**src/rtl/core/sync_length_checksum_deframer_macros.svh**
```systemverilog
// Assertion macros for the deframer RTL.
`ifndef SYNC_LENGTH_CHECKSUM_DEFRAMER_MACROS_SVH
`define SYNC_LENGTH_CHECKSUM_DEFRAMER_MACROS_SVH

// The consequent must hold in the same cycle as the antecedent.
`define SLCD_ASSERT_SAME(label, clk, rst, ante, cons, msg) \
   label: assert property (@(posedge clk) disable iff (rst) (ante) |-> (cons)) \
      else $error(msg);

// The consequent must hold in the cycle after the antecedent.
`define SLCD_ASSERT_NEXT(label, clk, rst, ante, cons, msg) \
   label: assert property (@(posedge clk) disable iff (rst) (ante) |=> (cons)) \
      else $error(msg);

`endif

```
**src/rtl/core/slcd_pkg.sv**
```systemverilog
`default_nettype none
package slcd_pkg;

   typedef enum logic [1:0] {
      KIND_CODE = 2'd0,
      KIND_DATA = 2'd1,
      KIND_END  = 2'd2
   } item_kind_type;

   typedef enum logic [1:0] {
      STATUS_VALID    = 2'd0,
      STATUS_MISMATCH = 2'd1,
      STATUS_NULL     = 2'd2
   } frame_status_type;

   typedef enum logic [7:0] {
      PH_SYNC1   = 8'b0000_0001,
      PH_SYNC2   = 8'b0000_0010,
      PH_LENHI   = 8'b0000_0100,
      PH_LENLO   = 8'b0000_1000,
      PH_CODE    = 8'b0001_0000,
      PH_PAYLOAD = 8'b0010_0000,
      PH_SUMHI   = 8'b0100_0000,
      PH_SUMLO   = 8'b1000_0000
   } phase_type;

   typedef struct packed {
      logic             valid;
      item_kind_type    kind;
      logic [7:0]       data_value;
      frame_status_type status;
      logic             last;
   } result_type;

   localparam int unsigned CSR_ADDR_WIDTH = 3;
   localparam int unsigned CSR_DATA_WIDTH = 32;
   localparam logic        REG_SYNC_VALUE = 1'b0;

endpackage
`default_nettype wire

```
**src/rtl/core/slcd_csr.sv**
```systemverilog
`default_nettype none
module slcd_csr
   import slcd_pkg::*;
(
   input  wire logic                      clock,
   input  wire logic                      reset,
   input  wire logic                      csr_psel,
   input  wire logic                      csr_penable,
   input  wire logic                      csr_pwrite,
   input  wire logic [CSR_ADDR_WIDTH-1:0] csr_paddr,
   input  wire logic [CSR_DATA_WIDTH-1:0] csr_pwdata,
   output logic      [CSR_DATA_WIDTH-1:0] csr_prdata,
   output logic                           csr_pready,
   output logic      [7:0]                sync_value
);

   logic       reg_index;
   logic       write_en;
   logic [7:0] sync_value_ff;
   logic [7:0] sync_value_in;

   // Registers are word aligned, so the index is the address above the byte bits.
   assign reg_index  = csr_paddr[CSR_ADDR_WIDTH-1];
   assign write_en   = csr_psel && csr_penable && csr_pwrite;
   assign csr_pready = 1'b1;

   always_comb begin
      sync_value_in = sync_value_ff;
      if (write_en && (reg_index == REG_SYNC_VALUE)) begin
         sync_value_in = csr_pwdata[7:0];
      end
   end

   always_ff @(posedge clock) begin
      if (reset) begin
         sync_value_ff <= 8'd0;
      end else begin
         sync_value_ff <= sync_value_in;
      end
   end

   always_comb begin
      csr_prdata = '0;
      if (reg_index == REG_SYNC_VALUE) begin
         csr_prdata = {{(CSR_DATA_WIDTH-8){1'b0}}, sync_value_ff};
      end
   end

   assign sync_value = sync_value_ff;

endmodule
`default_nettype wire

```
**src/rtl/core/slcd_parser.sv**
```systemverilog
`default_nettype none
module slcd_parser
   import slcd_pkg::*;
(
   input  wire logic       clock,
   input  wire logic       reset,
   input  wire logic       byte_accept,
   input  wire logic [7:0] rx_byte,
   input  wire logic [7:0] sync_value,
   output result_type      result
);

   phase_type   phase_ff;
   phase_type   phase_in;
   logic [15:0] count_ff;
   logic [15:0] count_in;
   logic [15:0] sum_ff;
   logic [15:0] sum_in;
   logic [7:0]  sum_high_ff;
   logic [7:0]  sum_high_in;
   logic [15:0] count_dec;

   assign count_dec = count_ff - 16'd1;

   always_comb begin
      phase_in           = phase_ff;
      count_in           = count_ff;
      sum_in             = sum_ff;
      sum_high_in        = sum_high_ff;
      result.valid       = 1'b0;
      result.kind        = KIND_CODE;
      result.data_value  = 8'd0;
      result.status      = STATUS_VALID;
      result.last        = 1'b0;
      unique case (phase_ff)
         PH_SYNC1: begin
            if (rx_byte == sync_value) begin
               phase_in = PH_SYNC2;
            end
         end
         PH_SYNC2: begin
            phase_in = (rx_byte == sync_value) ? PH_LENHI : PH_SYNC1;
         end
         PH_LENHI: begin
            count_in = {rx_byte, 8'd0};
            phase_in = PH_LENLO;
         end
         PH_LENLO: begin
            count_in = {count_ff[15:8], rx_byte};
            phase_in = PH_CODE;
         end
         PH_CODE: begin
            result.valid = 1'b1;
            if (count_ff == 16'd0) begin
               // Null packet: the end result stands in for the data code.
               sum_in        = 16'd0;
               phase_in      = PH_SYNC1;
               result.kind   = KIND_END;
               result.status = STATUS_NULL;
               result.last   = 1'b1;
            end else begin
               sum_in            = {8'd0, rx_byte};
               count_in          = count_dec;
               phase_in          = (count_dec == 16'd0) ? PH_SUMHI : PH_PAYLOAD;
               result.data_value = rx_byte;
            end
         end
         PH_PAYLOAD: begin
            sum_in            = sum_ff + {8'd0, rx_byte};
            count_in          = count_dec;
            result.valid      = 1'b1;
            result.kind       = KIND_DATA;
            result.data_value = rx_byte;
            if (count_dec == 16'd0) begin
               phase_in = PH_SUMHI;
            end
         end
         PH_SUMHI: begin
            sum_high_in = rx_byte;
            phase_in    = PH_SUMLO;
         end
         PH_SUMLO: begin
            phase_in      = PH_SYNC1;
            result.valid  = 1'b1;
            result.kind   = KIND_END;
            result.last   = 1'b1;
            result.status = ({sum_high_ff, rx_byte} == sum_ff) ?
                            STATUS_VALID : STATUS_MISMATCH;
         end
         default: begin
            phase_in = PH_SYNC1;
         end
      endcase
      if (!byte_accept) begin
         phase_in     = phase_ff;
         count_in     = count_ff;
         sum_in       = sum_ff;
         sum_high_in  = sum_high_ff;
         result.valid = 1'b0;
      end
   end

   always_ff @(posedge clock) begin
      if (reset) begin
         phase_ff    <= PH_SYNC1;
         count_ff    <= 16'd0;
         sum_ff      <= 16'd0;
         sum_high_ff <= 8'd0;
      end else begin
         phase_ff    <= phase_in;
         count_ff    <= count_in;
         sum_ff      <= sum_in;
         sum_high_ff <= sum_high_in;
      end
   end

endmodule
`default_nettype wire

```
**src/rtl/core/slcd_out_stage.sv**
```systemverilog
`default_nettype none
module slcd_out_stage
   import slcd_pkg::*;
`include "sync_length_checksum_deframer_macros.svh"
(
   input  wire logic       clock,
   input  wire logic       reset,
   input  wire result_type push_item,
   output logic            in_ready,
   output result_type      out_item,
   input  wire logic       out_ready
);

   result_type main_ff;
   result_type main_in;
   result_type skid_ff;
   result_type skid_in;
   logic       pop;

   assign pop      = main_ff.valid && out_ready;
   assign in_ready = !skid_ff.valid;

   always_comb begin
      main_in = main_ff;
      skid_in = skid_ff;
      if (skid_ff.valid) begin
         if (pop) begin
            main_in       = skid_ff;
            skid_in.valid = 1'b0;
         end
      end else if (push_item.valid) begin
         if (!main_ff.valid || pop) begin
            main_in = push_item;
         end else begin
            skid_in = push_item;
         end
      end else if (pop) begin
         main_in.valid = 1'b0;
      end
   end

   always_ff @(posedge clock) begin
      if (reset) begin
         main_ff.valid <= 1'b0;
         skid_ff.valid <= 1'b0;
      end else begin
         main_ff.valid <= main_in.valid;
         skid_ff.valid <= skid_in.valid;
      end
      main_ff.kind       <= main_in.kind;
      main_ff.data_value <= main_in.data_value;
      main_ff.status     <= main_in.status;
      main_ff.last       <= main_in.last;
      skid_ff.kind       <= skid_in.kind;
      skid_ff.data_value <= skid_in.data_value;
      skid_ff.status     <= skid_in.status;
      skid_ff.last       <= skid_in.last;
   end

   assign out_item = main_ff;

   `SLCD_ASSERT_SAME(a_skid_needs_main, clock, reset, skid_ff.valid, main_ff.valid, "skid full while output empty")
   `SLCD_ASSERT_SAME(a_no_push_when_full, clock, reset, push_item.valid, !skid_ff.valid, "result pushed into full stage")
   `SLCD_ASSERT_NEXT(a_skid_refills_main, clock, reset, skid_ff.valid && pop, main_ff.valid && !skid_ff.valid, "skid entry lost on drain")
   `SLCD_ASSERT_NEXT(a_stall_holds_end, clock, reset, main_ff.valid && !out_ready && main_ff.last, main_ff.valid && main_ff.last, "end result dropped while stalled")

endmodule
`default_nettype wire

```
**src/rtl/core/sync_length_checksum_deframer.sv**
```systemverilog
// Sync-framed packet deframer with a 16-bit additive checksum. Received bytes enter on the
// req_ channel one per request; the block hunts for two bytes equal to the sync_value register,
// reads a big-endian 16-bit length (data code plus payload count), then the data code, the
// payload and a big-endian 16-bit checksum that must equal the wrapping 16-bit sum of the data
// code and payload bytes. It emits the data code, each payload byte, and an end request with
// tlast high and the frame status (valid, checksum mismatch, or null packet when the length is
// zero). Bytes that carry no result (sync, length, checksum high byte) are simply absorbed. The
// block takes one byte every cycle while req_tready is high: each byte is a single state update
// between the parser registers and a two-entry output register, and a result is registered into
// the main or skid entry and leaves on rsp_ from the main entry. req_tready falls only when both
// output entries hold results that the consumer has not taken. sync_value sits at byte address
// 0 of the configuration port and should only be written while no frame is in flight.
`default_nettype none
module sync_length_checksum_deframer
   import slcd_pkg::*;
(
   input  wire logic                      clock,
   input  wire logic                      reset,

   // Received byte requests.
   input  wire logic                      req_tvalid,
   output logic                           req_tready,
   input  wire logic [7:0]                req_tdata,   // [7:0] rx_byte

   // Deframed result requests.
   output logic                           rsp_tvalid,
   input  wire logic                      rsp_tready,
   output logic      [15:0]               rsp_tdata,   // [7:0] data_value, [9:8] frame_status
   output logic      [1:0]                rsp_tuser,   // [1:0] item_kind
   output logic                           rsp_tlast,

   // Configuration port.
   input  wire logic                      csr_psel,
   input  wire logic                      csr_penable,
   input  wire logic                      csr_pwrite,
   input  wire logic [CSR_ADDR_WIDTH-1:0] csr_paddr,
   input  wire logic [CSR_DATA_WIDTH-1:0] csr_pwdata,
   output logic      [CSR_DATA_WIDTH-1:0] csr_prdata,
   output logic                           csr_pready
);

   logic       byte_accept;
   logic [7:0] sync_value;
   result_type parsed;
   result_type out_item;

   // A byte is taken whenever the output stage has room for a possible result.
   assign byte_accept = req_tvalid && req_tready;

   slcd_csr u_csr (
      .clock       (clock),
      .reset       (reset),
      .csr_psel    (csr_psel),
      .csr_penable (csr_penable),
      .csr_pwrite  (csr_pwrite),
      .csr_paddr   (csr_paddr),
      .csr_pwdata  (csr_pwdata),
      .csr_prdata  (csr_prdata),
      .csr_pready  (csr_pready),
      .sync_value  (sync_value)
   );

   slcd_parser u_parser (
      .clock       (clock),
      .reset       (reset),
      .byte_accept (byte_accept),
      .rx_byte     (req_tdata),
      .sync_value  (sync_value),
      .result      (parsed)
   );

   slcd_out_stage u_out_stage (
      .clock     (clock),
      .reset     (reset),
      .push_item (parsed),
      .in_ready  (req_tready),
      .out_item  (out_item),
      .out_ready (rsp_tready)
   );

   // The status field packs above the data byte; the upper bits are zero filling.
   assign rsp_tvalid = out_item.valid;
   assign rsp_tdata  = {6'd0, out_item.status, out_item.data_value};
   assign rsp_tuser  = out_item.kind;
   assign rsp_tlast  = out_item.last;

endmodule
`default_nettype wire
```
**config.mk**
```make
export PLATFORM = sky130hd
export DESIGN_NAME = sync_length_checksum_deframer
export DESIGN_NICKNAME = d
export VERILOG_FILES = /design/src/rtl/core/slcd_pkg.sv /design/src/rtl/core/slcd_csr.sv /design/src/rtl/core/slcd_parser.sv /design/src/rtl/core/slcd_out_stage.sv /design/src/rtl/core/sync_length_checksum_deframer.sv
export VERILOG_INCLUDE_DIRS = /design/src /design/src/rtl/core
export SDC_FILE = /design/constraint.sdc
export NUM_CORES = 1
export LEC_CHECK = 0
export ABC_AREA = 0
export BUFFER_PORTS_ARGS = -buffer_cell sky130_fd_sc_hd__buf_2
export CORE_MARGIN = 2
export CORE_UTILIZATION = 50
export DETAILED_ROUTE_END_ITERATION = 7
export PLACE_DENSITY = 0.74
export SETUP_SLACK_MARGIN = 0.1
export SKIP_CTS_REPAIR_TIMING = 1
export SYNTH_ARGS = -nofsm -noshare
export SYNTH_HDL_FRONTEND = slang
export SYNTH_SLANG_ARGS = --single-unit
```
**constraint.sdc**
```tcl
create_clock -name clock -period 3.94 [get_ports clock]
set_clock_uncertainty 0.15 [all_clocks]
set_input_delay 0.197 -clock clock [delete_from_list [all_inputs] [get_ports clock]]
set_output_delay 0.197 -clock clock [all_outputs]
set_load 0.05 [all_outputs]
```
==> results.txt <==
- The hold violation count in the final report is 0.
- Wirelength, routed: 10.7 mm
* Slew @ Worst Pin: 1.06 ns
- Number of violations reported at the end of detailed-routing iteration 0: around 250
- Hold slack final: 0.0819 ns
- The initial utilization of the core area, before any placement, comes to 0.516.
* Worst vdd rail ir drop: 0.130 mV
* Total Neg Setup Slack: 0 ns
- Post-synthesis xor/xnor area fraction: 0.0585
- Clock slew at the register clock pins of the worst setup and hold paths: 0.10 ns
- Once detail routing completed, the nets flagged for antenna violations numbered 0.
- Share of total power in combinational logic: 0.089
- Across the whole layout, storage elements account for a little under 2000 um^2.
- Total vias in the final route: 3,972
- The floorplan step defined a die boundary enclosing 10,400 um^2.
* Internal power contribution: 1.16 mW
- Via count of the first global-routing pass: about 3.7k
- Summed over all nets, the half-perimeter wirelength after detailed placement is approximately 7.4 mm.
- From left edge to right edge, the die measures 102 um.
- For this run, the top clock speed supported by timing is 326 MHz.
* Sum of overflow across all layers after global routing: 0
* Maximum number of pins on one net before global-route repair: 55
* Max-slew violation count: 0
- In the routed design, unresolved DRC markers number 0.
- Count of boundary I/O pins: around 100
- # rows: 35
* Post-synth design cell area: 4790 um^2
- Share of the yosys chip area belonging to registers: 0.405
- Count of port buffers added during placement: 46
- Synthesized-area fraction occupied by ao, oa, aoi and oai cells: 0.162
- The H-tree was split into 3 levels.
* Total Nets Final: about 650
- In this run, synthesis produced a sequential element count of 84.
* Clock Path Buffers: 2
* Fraction of final layout cells sized beyond drive strength 1: 0.142
* Antenna violations before repair: 0
- Max-slew headroom at the worst pin: 0.294
* Power per Cell Area: a little over 300 nW/um^2
- In this run the standard cell core region covers 9280 um^2.
- Kind of start point of the critical path: flip-flop
* Number of synthesized flops with an enable pin: 26
* Source-to-sink clock delay at the later pin of the worst-skew pair: 0.36 ns
- FFs w/ async S/R, synth: 0
- In this run the static leakage power is 2.04 nW.
- In the final routed layout, each cell accounts on average for 14.7 um.
- For this run, the leading register cell type out of synthesis is sky130_fd_sc_hd__dfxtp_1.
* Synth warnings: 0
* Adder-cell share of the synthesized area: 0.0303
- In this run, distinct cell masters in the synthesized netlist total 61.
- Of the total synthesized cell area, the portion taken by AND, OR, NAND and NOR gates is 0.219.
- Switching power: 468 uW
- The share of total power dissipated in sequential elements is 0.545.
- CP Capture Type: flip-flop
- The most critical setup path has its startpoint at u_parser.phase_ff[0].
- Instance count of the mapped netlist: 546
- In this run the critical register-to-register path is launched from u_parser.phase_ff[0].
* Post-Synthesis Mean Instance Area: 8.78 um^2
* Main combinational cell family by area after synthesis: simple AND/OR/NAND/NOR gates
- From synthesis to final layout, the design area changed by 10.0%.
- Of the total power, the share spent switching nets is 0.287.
- Count of maximum capacitance violations: 0
- Multi-input gate area in the final layout: 2560 um^2
- Routability-driven placement congestion ratio: 0.893
- Total GRT Usage: 0.216
- Post-synthesis mux area share: 0.0399
- Class of the tightest hold or removal check: input port to flip-flop
- The clock drives 84 sinks.
* Worst Path Class, Setup: flip-flop to flip-flop
- Final-report setup violation count: 0
* Beginning of the worst hold path: req_tdata[7]
- Portion of total power attributed to the clock network: 0.366
- Final clock period utilization by the worst path: 0.779
* WP data arrival: 3.14 ns
- Number of iterations in the first detailed-routing pass: 4
- Post-layout min period: 3.07 ns
* Post-DR vias/cell: about 5.5
* Clock Tree Root: sky130_fd_sc_hd__clkbuf_8
- Count of inserted antenna diode cells: 0
- First-pass GRT wire length: 17.5 mm
- Worst-path fanout max: 18
- TritonCTS built the clock tree.
- The run finished with clean final reports.
* Fill cells: about 880
- The number of clock buffers added by TritonCTS is 9.
- Die span in y: 102 um
- At the worst endpoint, the required time is 4.01 ns.
- Setup repair after global routing missed its margin: no
==> layout by cell type, fill, tap and decap left out, drive strengths merged, types with 8 or more instances in the layout <==
master and n:
a211oi 16, a21oi 36, a22oi 8, and2 8, buf 51, clkbuf 9
conb 31, dfxtp 58, dlygate4sd3 9, edfxtp 26, ha 10, inv 23
mux2 9, mux2i 9, nand2 53, nand3 10, nor2 64, nor2b 11
nor3 15, nor4 8, o21ai 20, xnor2 21, xor2 11
==> state kept, by name (all words and copies together), names as in the netlist <==
register and cells:
u_out_stage.skid_ff 14, u_parser.sum_ff 16, u_out_stage.out_item 14, u_parser.count_ff 16, u_csr.sync_value 8, u_parser.sum_high_ff 8, u_parser.phase_ff 8
==> area by class of cell <==
cell class / count / area share
clock buffers: 9 / 0.0235
clock inverters: 7 / 0.0121
inverters: 19 / 0.0135
multi-input cells: 419 / 0.484
flip-flops and latches: 84 / 0.368
well taps: 129 / 0.0306
repair buffers: 60 / 0.0678
==> cell families after synthesis <==
logic type,after synthesis
AO/OA/AOI/OAI,118
XOR/XNOR,32
adder cells (fa/ha/maj),11
buffers and inverters,72
flip-flops,84
multiplexers,18
other,2
AND/OR/NAND/NOR,209
==> final timing paths <==
path,slack [ns],cells past startpoint,to
max reg2reg,0.87,7,u_parser.count_ff[5]
min,0.08,3,u_parser.sum_high_ff[7]
max,0.87,7,u_parser.count_ff[5]
min reg2reg,0.33,2,u_csr.sync_value[6]
==> synthesized netlist by cell type (all sizes together), types with 5 or more instances <==
library cell / number / area share
a211oi: 16 / 0.025
a21oi: 36 / 0.038
a221oi: 5 / 0.0091
a22oi: 8 / 0.013
and2: 8 / 0.010
buf: 36 / 0.056
clkbuf: 17 / 0.013
dfxtp: 58 / 0.24
edfxtp: 26 / 0.16
ha: 10 / 0.026
inv: 18 / 0.014
mux2: 9 / 0.021
mux2i: 9 / 0.019
nand2: 53 / 0.041
nand3: 10 / 0.010
nand4: 6 / 0.0078
nor2: 64 / 0.052
nor2b: 11 / 0.014
nor3: 15 / 0.018
nor3b: 6 / 0.010
nor4: 8 / 0.012
o211ai: 6 / 0.0094
o21ai: 20 / 0.021
or3: 6 / 0.0078
xnor2: 21 / 0.038
xor2: 11 / 0.020
==> per-stage QoR <==
stage	std cells	power [mW]	worst slack [ns]	utilization	cell area, um^2
2_1_floorplan	575	1.03	1.23	-	4900
3_3_place_gp	702	1.04	0.924	0.538	5000
3_5_place_dp	702	1.04	0.891	0.538	5000
4_1_cts	718	1.63	0.895	0.559	5190
5_1_grt	727	1.69	0.616	0.568	5280
6_report	727	1.63	0.871	0.568	5280
==> power by group through the flow <==
| stage | Clock (mW) | Combinational [mW] | Sequential [mW] |
|---|---|---|---|
| global route | 0.648 | 0.153 | 0.889 |
| CTS | 0.610 | 0.137 | 0.888 |
| detailed placement | 0 | 0.136 | 0.908 |
| floorplan | 0 | 0.126 | 0.908 |
| finish | 0.596 | 0.145 | 0.888 |
| global placement | 0 | 0.136 | 0.908 |
==> critical path, stage by stage, from the launching register on <==
cell and delay, ns:
sky130_fd_sc_hd__dfxtp_1 0.38, sky130_fd_sc_hd__nor4_2 0.43, sky130_fd_sc_hd__nand3_1 0.61, sky130_fd_sc_hd__o21ai_0 0.38
sky130_fd_sc_hd__and3_1 0.55, sky130_fd_sc_hd__o21ai_0 0.20, sky130_fd_sc_hd__a22oi_1 0.18, sky130_fd_sc_hd__nor2_1 0.05
==> routing by layer <==
layer	share of wire	global-route usage	vias to the layer above	routed length [um]
met5	0	0	-	0
met4	0.021	0.0974	0	219
met3	0.070	0.0342	13	747
met2	0.46	0.353	127	4930
met1	0.45	0.282	1854	4760
li1	-	-	1978	-
Note: power is estimated with default switching activity, not from simulation.
